## src/hw/rtl/rtps_pkg.sv

```systemverilog
// rtps_pkg: shared types and constants of the ready task priority scheduler
// holds command codes, field widths and the beat types that the cell row passes along
// no dependencies
package rtps_pkg;

    localparam int MAX_TASKS_DEF = 8;

    localparam int MODE_W      = 2;
    localparam int PRIO_W      = 4;
    localparam int IDENT_W     = 8;
    localparam int SEL_IDX_W   = 3;
    localparam int COUNT_OUT_W = 4;

    localparam logic [PRIO_W-1:0] CEILING_RESET = 4'd10;

    typedef enum logic [MODE_W-1:0] {
        MODE_CREATE = 2'd0,
        MODE_WAIT   = 2'd1,
        MODE_START  = 2'd2,
        MODE_SCHED  = 2'd3
    } mode_t;

    // command held steady while the scan wave walks the cell row
    typedef struct packed {
        mode_t                mode;
        logic [PRIO_W-1:0]    prio;
        logic [IDENT_W-1:0]   ident;
    } cmd_t;

    // scan wave handed from cell to cell
    typedef struct packed {
        logic                 active;
        logic [PRIO_W-1:0]    best;
        logic                 found;
    } wave_t;

endpackage

```

## src/hw/rtl/rtps_if.sv

```systemverilog
// rtps_in_if / rtps_out_if: valid-ready channels of the task scheduler
// payload widths come from rtps_pkg
interface rtps_in_if
    import rtps_pkg::*;
();
    logic                 valid;
    logic                 ready;
    logic [MODE_W-1:0]    mode;
    logic [PRIO_W-1:0]    priority_req;
    logic [IDENT_W-1:0]   task_id;

    modport source (output valid, output mode, output priority_req, output task_id,
                    input ready);
    modport sink   (input valid, input mode, input priority_req, input task_id,
                    output ready);
endinterface

interface rtps_out_if
    import rtps_pkg::*;
();
    logic                     valid;
    logic                     ready;
    logic [SEL_IDX_W-1:0]     selected_index;
    logic [PRIO_W-1:0]        selected_priority;
    logic                     found;
    logic [COUNT_OUT_W-1:0]   task_count;
    logic                     status;

    modport source (output valid, output selected_index, output selected_priority,
                    output found, output task_count, output status, input ready);
    modport sink   (input valid, input selected_index, input selected_priority,
                    input found, input task_count, input status, output ready);
endinterface

```

## src/hw/rtl/ready_task_priority_scheduler_core.sv

```systemverilog
// Fixed-priority task scheduler over a table of MAX_TASKS entries, one entry per cell in a row.
// Each command (create, wait current, start by id, schedule) is one input beat and gives one
// result beat. A scan wave enters the first cell in the cycle after the beat is taken and moves
// one cell per clock; each cell applies the command to its own entry and, for wait and
// schedule, keeps the best ready priority not above priority_ceiling (later index wins ties).
// An item goes from the launch register through the cell registers in row order to the SWEEP
// and PUBLISH states; the input stays closed meanwhile and reopens at the edge that loads the
// result, so the next beat can be taken while that result still waits for the sink.
// The user must write priority_ceiling through cfg_wr_en / cfg_wr_data while no command is in
// flight; the block itself does not enforce this.
module ready_task_priority_scheduler_core
    import rtps_pkg::*;
#(
    parameter int MAX_TASKS = MAX_TASKS_DEF
) (
    input  logic                clk,
    input  logic                rst_n,
    input  logic                cfg_wr_en,
    input  logic [PRIO_W-1:0]   cfg_wr_data,
    rtps_in_if.sink             in_ch,
    rtps_out_if.source          out_ch
);

    localparam int IDX_W = $clog2(MAX_TASKS);
    localparam int CNT_W = $clog2(MAX_TASKS + 1);

    cmd_t               cmd;
    logic [CNT_W-1:0]   count;
    logic [IDX_W-1:0]   current;
    wave_t              wave_chain [MAX_TASKS+1];
    logic [IDX_W-1:0]   idx_chain  [MAX_TASKS+1];

    rtps_ctrl #(
        .MAX_TASKS (MAX_TASKS)
    ) u_ctrl (
        .clk         (clk),
        .rst_n       (rst_n),
        .cfg_wr_en   (cfg_wr_en),
        .cfg_wr_data (cfg_wr_data),
        .in_ch       (in_ch),
        .out_ch      (out_ch),
        .cmd         (cmd),
        .count       (count),
        .current     (current),
        .wave_launch (wave_chain[0]),
        .idx_launch  (idx_chain[0]),
        .wave_exit   (wave_chain[MAX_TASKS]),
        .idx_exit    (idx_chain[MAX_TASKS])
    );

    for (genvar k = 0; k < MAX_TASKS; k++)
    begin : g_cell
        rtps_cell #(
            .MAX_TASKS (MAX_TASKS),
            .CELL_IDX  (k)
        ) u_cell (
            .clk      (clk),
            .rst_n    (rst_n),
            .cmd      (cmd),
            .count    (count),
            .current  (current),
            .wave_in  (wave_chain[k]),
            .idx_in   (idx_chain[k]),
            .wave_out (wave_chain[k+1]),
            .idx_out  (idx_chain[k+1])
        );
    end

endmodule

```

## src/hw/rtl/rtps_cell.sv

```systemverilog
// rtps_cell: one table entry of the task scheduler (priority, identifier, ready mark)
// applies the current command as the scan wave passes and hands the wave on
// depends on rtps_pkg
module rtps_cell
    import rtps_pkg::*;
#(
    parameter int MAX_TASKS = MAX_TASKS_DEF,
    parameter int CELL_IDX  = 0
) (
    input  logic                              clk,
    input  logic                              rst_n,
    input  cmd_t                              cmd,
    input  logic [$clog2(MAX_TASKS+1)-1:0]    count,
    input  logic [$clog2(MAX_TASKS)-1:0]      current,
    input  wave_t                             wave_in,
    input  logic [$clog2(MAX_TASKS)-1:0]      idx_in,
    output wave_t                             wave_out,
    output logic [$clog2(MAX_TASKS)-1:0]      idx_out
);

    localparam int IDX_W = $clog2(MAX_TASKS);
    localparam int CNT_W = $clog2(MAX_TASKS + 1);
    localparam logic [CNT_W-1:0] MY_CNT = CNT_W'(CELL_IDX);
    localparam logic [IDX_W-1:0] MY_IDX = IDX_W'(CELL_IDX);

    logic [PRIO_W-1:0]  prio_reg;
    logic [IDENT_W-1:0] ident_reg;
    logic               ready_reg;
    logic               ready_next;
    logic               entry_we;
    logic               used;
    wave_t              wave_reg;
    wave_t              wave_next;
    logic [IDX_W-1:0]   idx_reg;
    logic [IDX_W-1:0]   idx_next;

    assign used = (MY_CNT < count);

    always_comb
    begin
        ready_next = ready_reg;
        entry_we   = 1'b0;
        wave_next  = wave_in;
        idx_next   = idx_in;
        if (wave_in.active)
        begin
            case (cmd.mode)
                MODE_CREATE:
                begin
                    if (MY_CNT == count)
                    begin
                        entry_we   = 1'b1;
                        ready_next = 1'b1;
                    end
                end
                MODE_START:
                begin
                    if (used && ident_reg == cmd.ident)
                        ready_next = 1'b1;
                end
                MODE_WAIT:
                begin
                    if (used && MY_IDX == current)
                        ready_next = 1'b0;
                end
                default:
                begin
                end
            endcase
            // later index wins on equal priority
            if ((cmd.mode == MODE_WAIT || cmd.mode == MODE_SCHED) && used && ready_next
                && prio_reg <= wave_in.best)
            begin
                wave_next.best  = prio_reg;
                wave_next.found = 1'b1;
                idx_next        = MY_IDX;
            end
        end
    end

    always_ff @(posedge clk or negedge rst_n)
    begin
        if (!rst_n)
        begin
            ready_reg <= 1'b0;
            wave_reg  <= '0;
        end
        else
        begin
            ready_reg <= ready_next;
            wave_reg  <= wave_next;
        end
    end

    always_ff @(posedge clk)
    begin
        idx_reg <= idx_next;
        if (entry_we)
        begin
            prio_reg  <= cmd.prio;
            ident_reg <= cmd.ident;
        end
    end

    assign wave_out = wave_reg;
    assign idx_out  = idx_reg;

endmodule

```

## src/hw/rtl/rtps_ctrl.sv

```systemverilog
// rtps_ctrl: command sequencer of the task scheduler
// takes input beats, launches the scan wave, updates count and selection, drives result beats
// depends on rtps_pkg and rtps_if
module rtps_ctrl
    import rtps_pkg::*;
#(
    parameter int MAX_TASKS = MAX_TASKS_DEF
) (
    input  logic                              clk,
    input  logic                              rst_n,
    input  logic                              cfg_wr_en,
    input  logic [PRIO_W-1:0]                 cfg_wr_data,
    rtps_in_if.sink                           in_ch,
    rtps_out_if.source                        out_ch,
    output cmd_t                              cmd,
    output logic [$clog2(MAX_TASKS+1)-1:0]    count,
    output logic [$clog2(MAX_TASKS)-1:0]      current,
    output wave_t                             wave_launch,
    output logic [$clog2(MAX_TASKS)-1:0]      idx_launch,
    input  wave_t                             wave_exit,
    input  logic [$clog2(MAX_TASKS)-1:0]      idx_exit
);

    localparam int IDX_W = $clog2(MAX_TASKS);
    localparam int CNT_W = $clog2(MAX_TASKS + 1);
    localparam logic [CNT_W-1:0] CNT_FULL = CNT_W'(MAX_TASKS);

    typedef enum logic [1:0] {
        ST_IDLE,
        ST_SWEEP,
        ST_PUBLISH
    } state_t;

    state_t                 state_reg;
    cmd_t                   cmd_reg;
    logic                   launch_reg;
    logic [PRIO_W-1:0]      ceiling_reg;
    logic [CNT_W-1:0]       count_reg;
    logic [IDX_W-1:0]       cur_reg;
    logic                   found_reg;
    logic [PRIO_W-1:0]      sel_prio_reg;
    logic                   status_reg;
    logic                   out_valid_reg;
    logic [SEL_IDX_W-1:0]   out_idx_reg;
    logic [PRIO_W-1:0]      out_prio_reg;
    logic                   out_found_reg;
    logic [COUNT_OUT_W-1:0] out_count_reg;
    logic                   out_status_reg;
    logic                   in_beat;

    assign in_ch.ready = (state_reg == ST_IDLE);
    assign in_beat     = in_ch.valid && in_ch.ready;

    always_ff @(posedge clk or negedge rst_n)
    begin
        if (!rst_n)
        begin
            state_reg     <= ST_IDLE;
            launch_reg    <= 1'b0;
            ceiling_reg   <= CEILING_RESET;
            count_reg     <= '0;
            cur_reg       <= '0;
            found_reg     <= 1'b0;
            sel_prio_reg  <= '0;
            status_reg    <= 1'b0;
            out_valid_reg <= 1'b0;
        end
        else
        begin
            launch_reg <= in_beat;
            if (cfg_wr_en)
                ceiling_reg <= cfg_wr_data;
            // publish reloads the result register itself
            if (out_valid_reg && out_ch.ready && state_reg != ST_PUBLISH)
                out_valid_reg <= 1'b0;
            case (state_reg)
                ST_IDLE:
                begin
                    if (in_beat)
                        state_reg <= ST_SWEEP;
                end
                ST_SWEEP:
                begin
                    if (wave_exit.active)
                    begin
                        status_reg <= (cmd_reg.mode == MODE_CREATE) && (count_reg == CNT_FULL);
                        case (cmd_reg.mode)
                            MODE_CREATE:
                            begin
                                if (count_reg != CNT_FULL)
                                begin
                                    count_reg <= count_reg + 1'b1;
                                    // entry priorities never change, so track the selected one here
                                    if (count_reg == CNT_W'(cur_reg))
                                        sel_prio_reg <= cmd_reg.prio;
                                end
                            end
                            MODE_WAIT, MODE_SCHED:
                            begin
                                found_reg <= wave_exit.found;
                                if (wave_exit.found)
                                begin
                                    cur_reg      <= idx_exit;
                                    sel_prio_reg <= wave_exit.best;
                                end
                            end
                            default:
                            begin
                            end
                        endcase
                        state_reg <= ST_PUBLISH;
                    end
                end
                ST_PUBLISH:
                begin
                    if (!out_valid_reg || out_ch.ready)
                    begin
                        out_valid_reg  <= 1'b1;
                        out_idx_reg    <= SEL_IDX_W'(cur_reg);
                        out_prio_reg   <= sel_prio_reg;
                        out_found_reg  <= found_reg;
                        out_count_reg  <= COUNT_OUT_W'(count_reg);
                        out_status_reg <= status_reg;
                        state_reg      <= ST_IDLE;
                    end
                end
                default:
                    state_reg <= ST_IDLE;
            endcase
        end
    end

    always_ff @(posedge clk)
    begin
        if (in_beat)
        begin
            cmd_reg.mode  <= mode_t'(in_ch.mode);
            cmd_reg.prio  <= in_ch.priority_req;
            cmd_reg.ident <= in_ch.task_id;
        end
    end

    assign cmd     = cmd_reg;
    assign count   = count_reg;
    assign current = cur_reg;

    assign wave_launch.active = launch_reg;
    assign wave_launch.best   = ceiling_reg;
    assign wave_launch.found  = 1'b0;
    assign idx_launch         = '0;

    assign out_ch.valid             = out_valid_reg;
    assign out_ch.selected_index    = out_idx_reg;
    assign out_ch.selected_priority = out_prio_reg;
    assign out_ch.found             = out_found_reg;
    assign out_ch.task_count        = out_count_reg;
    assign out_ch.status            = out_status_reg;

endmodule

```

## src/flat_wrapper.sv

```systemverilog
// flat-port wrapper written by rule: the top's interface ports become plain ports
module ready_task_priority_scheduler_core_flat import rtps_pkg::*;
#(
    parameter int MAX_TASKS = MAX_TASKS_DEF
)
  (clk, rst_n, cfg_wr_en, cfg_wr_data, in_ch_valid, in_ch_mode, in_ch_priority_req, in_ch_task_id, in_ch_ready, out_ch_valid, out_ch_selected_index, out_ch_selected_priority, out_ch_found, out_ch_task_count, out_ch_status, out_ch_ready);
  rtps_in_if in_ch_i ();
  rtps_out_if out_ch_i ();
  input  logic clk;
  input  logic rst_n;
  input  logic cfg_wr_en;
  input  logic [PRIO_W-1:0] cfg_wr_data;
  input wire logic [$bits(in_ch_i.valid)-1:0] in_ch_valid;
  input wire logic [$bits(in_ch_i.mode)-1:0] in_ch_mode;
  input wire logic [$bits(in_ch_i.priority_req)-1:0] in_ch_priority_req;
  input wire logic [$bits(in_ch_i.task_id)-1:0] in_ch_task_id;
  output wire logic [$bits(in_ch_i.ready)-1:0] in_ch_ready;
  output wire logic [$bits(out_ch_i.valid)-1:0] out_ch_valid;
  output wire logic [$bits(out_ch_i.selected_index)-1:0] out_ch_selected_index;
  output wire logic [$bits(out_ch_i.selected_priority)-1:0] out_ch_selected_priority;
  output wire logic [$bits(out_ch_i.found)-1:0] out_ch_found;
  output wire logic [$bits(out_ch_i.task_count)-1:0] out_ch_task_count;
  output wire logic [$bits(out_ch_i.status)-1:0] out_ch_status;
  input wire logic [$bits(out_ch_i.ready)-1:0] out_ch_ready;
  assign in_ch_i.valid = in_ch_valid;
  assign in_ch_i.mode = in_ch_mode;
  assign in_ch_i.priority_req = in_ch_priority_req;
  assign in_ch_i.task_id = in_ch_task_id;
  assign in_ch_ready = in_ch_i.ready;
  assign out_ch_valid = out_ch_i.valid;
  assign out_ch_selected_index = out_ch_i.selected_index;
  assign out_ch_selected_priority = out_ch_i.selected_priority;
  assign out_ch_found = out_ch_i.found;
  assign out_ch_task_count = out_ch_i.task_count;
  assign out_ch_status = out_ch_i.status;
  assign out_ch_i.ready = out_ch_ready;
  ready_task_priority_scheduler_core #(.MAX_TASKS(MAX_TASKS)) u_core (.clk(clk), .rst_n(rst_n), .cfg_wr_en(cfg_wr_en), .cfg_wr_data(cfg_wr_data), .in_ch(in_ch_i), .out_ch(out_ch_i));
endmodule
```

## config.mk

```make
export PLATFORM = sky130hd
export DESIGN_NAME = ready_task_priority_scheduler_core_flat
export DESIGN_NICKNAME = d
export VERILOG_FILES = /design/src/hw/rtl/rtps_pkg.sv /design/src/hw/rtl/rtps_if.sv /design/src/hw/rtl/ready_task_priority_scheduler_core.sv /design/src/hw/rtl/rtps_cell.sv /design/src/hw/rtl/rtps_ctrl.sv /design/src/flat_wrapper.sv
export SDC_FILE = /design/constraint.sdc
export NUM_CORES = 1
export LEC_CHECK = 0
export BUFFER_PORTS_ARGS = -buffer_cell sky130_fd_sc_hd__buf_2
export CORE_MARGIN = 2
export CORE_UTILIZATION = 31
export DETAILED_ROUTE_END_ITERATION = 10
export SLEW_MARGIN = 25
export SYNTH_ARGS = -nofsm -noshare
export SYNTH_HDL_FRONTEND = slang
export SYNTH_SLANG_ARGS = --single-unit
```

## constraint.sdc

```tcl
create_clock -name clk -period 2.9 [get_ports clk]
set_input_delay 0.29 -clock clk [delete_from_list [all_inputs] [get_ports clk]]
set_output_delay 0.29 -clock clk [all_outputs]
set_load 0.01 [all_outputs]
```

==> results by group <==
Place
  – Port buffer count: 37
  – Place WS: 0.417 ns
  – DP HPWL: 12,200 microns
  – Routability cong.: 0.852

Routing
  – Vias per Instance: 4.54
  – WL/cell: 15.3 microns
  – Met2 wire len: 8030 microns
  – Final WL: 17,300 microns
  – Routed length on met3: 1040 microns
  – Top routing layer in use: met4
  – M1 WL: 7870 microns
  – Final ANT Viol Nets: 0
  – Via count: 5,134
  – TritonRoute pass-1 iters: 5
  – DRC viols: 0
  – DR iter-0 viols: 321

CTS
  – CTS sink count: 217
  – CTS Buffer Depth: 3
  – CTS Buf Count: 23
  – Clk root buf: clkbuf_16
  – Clock Latency Late Sink: 0.51 ns
  – Clock-pin transition on the worst setup and hold timing paths: 0.06 ns
  – Htree depth: 1
  – Post-CTS Setup Bufs: 0
  – TritonCTS clock tree: done

Logic synthesis
  – Synth Instances: 644
  – Mean post-synth cell area: 14.1 sq um
  – Post-synth top area cell: edfxtp_1
  – Synth area leaders: edfxtp_1 41%, dfrtp_1 21%, ha_1 5.0%, mux2_2 4.1%, xnor2_1 3.8%
  – Post-synthesis register bit count: 217
  – Post-synth EDFFs: 123
  – Primary FF master, synth: edfxtp_1
  – Yosys warnings: 0
  – Most numerous cell in the Yosys netlist: edfxtp_1
  – Syn Nets: 703
  – Sequential area share after synthesis: 65.7%
  – Share of the synthesized area in the top cell type: 40.7%
  – Post-synth top cells: 123 x edfxtp_1, 75 x dfrtp_1, 46 x inv_1
  – Yosys cell types: 56
  – Ys async rst share: 35.5%
  – Mapped cell area: 9080 sq um

Final layout
  – N_diodes: 0
  – FILL cells: 2,738
  – Share of cells above drive strength 1: 19.6%
  – Nets: 788
  – Layout area overhead: 18.1%
  – Max FFs per register: 64

Timing
  – RSZ-0062 raised after global routing: false
  – Achievable frequency: 0.395 GHz
  – Final worst slack: 0.371 ns
  – Final Hold Fails: 0
  – Final setup fails: 0
  – Sum Neg Setup Slack: 0 ns
  – Crit path time final: 2.53 ns
  – Slew margin rel.: 49.8%
  – Setup Skew: 0.0184 ns
  – Fin crit share: 87.2%
  – Slew Limit Fails: 0
  – Worst slew pin tran: 0.752 ns

Die
  – Row cnt: 62
  – Die Wd: 175 microns
  – Ports: 38
  – Initial Util: 31.5%
  – Core Footprint: 28,800 sq um
  – Die area: 30,700 sq um
  – Die height: 175 microns

Setup path
  – Peak per-stage delay on the critical path: 0.59 ns
  – CP max stage cell: or4_4
  – CP startpoint: u_core.u_ctrl.ceiling_reg[3]$_DFFE_PN1P_
  – Crit Reg-Reg Startpoint: u_core.u_ctrl.ceiling_reg[3]$_DFFE_PN1P_
  – CP Cell Sequence: inv_1 -> ha_1 -> a211oi_1 -> o21ai_0 -> o21ai_0 -> a41oi_1 -> or4_4 -> mux2_4
  – Maximum fanout along the worst path: 5
  – WS Path Type: register to register
  – CP dominant cell by count: o21ai_0
  – Buffers and inverters on the worst path: 1
  – WP data required: 3.30 ns
  – Worst path top cell family by delay: compound AO/OA/AOI/OAI gates
  – Crit path DAT: 2.92 ns
  – Flop-to-flop setup slack: 0.37 ns
  – CP Capture Type: register
  – Setup crit start kind: register

Global route
  – Grt ovf: 0
  – First-pass GRT wire length: 28,500 microns
  – Vias in the first global route: 5,429
  – Global-route usage over all layers: 11.7%
  – Antenna violations before repair: 0
  – Largest net degree at the start of global routing: 78

Flow run
  – Max-cap violations: 0

Worst hold path
  – Hold Path Class: input port to register
  – HP Start: cfg_wr_en

Power
  – PD cells: 711 nW/um^2
  – Worst vdd ir: 365 uV
  – Leak pwr: 4.29 nW

Status
  – Outcome: completed
[kinds of logic (layout without fill, tap and decap cells)]
family | after synthesis | in the layout | synth area share (%)
buffers and inverters | 64 | 166 | 3.38
AND/OR/NAND/NOR | 141 | 141 | 8.88
adder cells (fa/ha/maj) | 36 | 36 | 4.96
XOR/XNOR | 70 | 70 | 6.75
AO/OA/AOI/OAI | 73 | 73 | 4.91
flip-flops | 217 | 217 | 65.7
multiplexers | 43 | 43 | 5.43
[layout by cell type, fill, tap and decap left out, types with 3 or more instances in the layout]
cell           count
or2_2              9
mux2_4             4
mux2_2            33
inv_1             46
a21oi_1           24
clkbuf_16         25
nand3_1            6
o41ai_1            3
xnor2_1           39
nand2_1           23
edfxtp_1         123
dfrtp_1           75
mux2i_1            5
clkbuf_1           8
buf_2             36
xor2_1            31
nor4_1            10
clkbuf_8           5
dlygate4sd3_1     19
nand4_1           14
nand2b_1          14
o21ai_0           23
clkinv_2           3
o2111ai_1          3
nor3_1            11
nor2_1            20
ha_1              36
dfxtp_1           17
nor2b_1            6
and2_1             6
buf_4             22
and3_1             9
[layout make-up]
| cell class | count | area (sq um) | area share (%) |
|---|---|---|---|
| flip-flops and latches | 217 | 5960 | 55.6 |
| multi-input cells | 363 | 2810 | 26.2 |
| clock buffers | 38 | 724 | 6.76 |
| repair buffers | 78 | 547 | 5.10 |
| well taps | 384 | 480 | 4.48 |
| inverters | 46 | 173 | 1.61 |
| clock inverters | 4 | 23.8 | 0.222 |
[path summary, 6_finish.rpt]
kind	endpoint	depth (start not counted)
max	u_core.g_cell[0].u_cell.wave_out[3]$_DFF_PN0_	8
min	u_core.u_ctrl.ceiling_reg[3]$_DFFE_PN1P_	2
max reg2reg	u_core.g_cell[0].u_cell.wave_out[3]$_DFF_PN0_	8
min reg2reg	u_core.g_cell[3].u_cell.idx_out[0]$_DFF_P_	1
max in group asynchronous	u_core.u_ctrl.count[0]$_DFFE_PN0P_	3
min in group asynchronous	u_core.u_ctrl.state_reg[0]$_DFFE_PN0P_	3
[power by group]
group          internal, W  switching, W  leakage (nW)
sequential         0.00356      0.000179          2.22
clock              0.00170       0.00115         0.370
combinational     0.000447      0.000585          1.71
[worst reg2reg max path: stages, from the launching register on]
cell and delay [ns]:
dfstp_2 0.53, inv_1 0.05, ha_1 0.32, a211oi_1 0.26, o21ai_0 0.12, o21ai_0 0.11
a41oi_1 0.11, or4_4 0.59, mux2_4 0.32
[routing by layer]
metal / vias up / track usage [%]
met2: 135 / 19.1
met3: 33 / 2.87
met4: 0 / 2.99
li1: 2476 / -
met5: - / 0
met1: 2490 / 15.5
[what timing repair did]
| item | 4_1_cts | 5_1_grt |
|---|---|---|
| hold buffers | 18 | 1 |
| gates resized for setup | 0 | 0 |
| endpoints found under the hold margin | 18 | 10 |
[through the flow]
stage / area, sq um / total power, W / utilization [%] / std cells / hold slack [ns]
final: 10700 / 0.00762 / 37.2 / 1130 / 0.0184
after floorplan: 9080 / 0.00443 / - / 644 / -0.00559
after global routing: 10700 / 0.00799 / 37.2 / 1130 / 0.0429
after CTS: 10700 / 0.00772 / 37.2 / 1129 / 0.00587
after global placement: 9780 / 0.00480 / 34.0 / 1069 / 0.400
after detailed placement: 9780 / 0.00482 / 34.0 / 1069 / 0.403
Power figures use the tool's default switching activity.
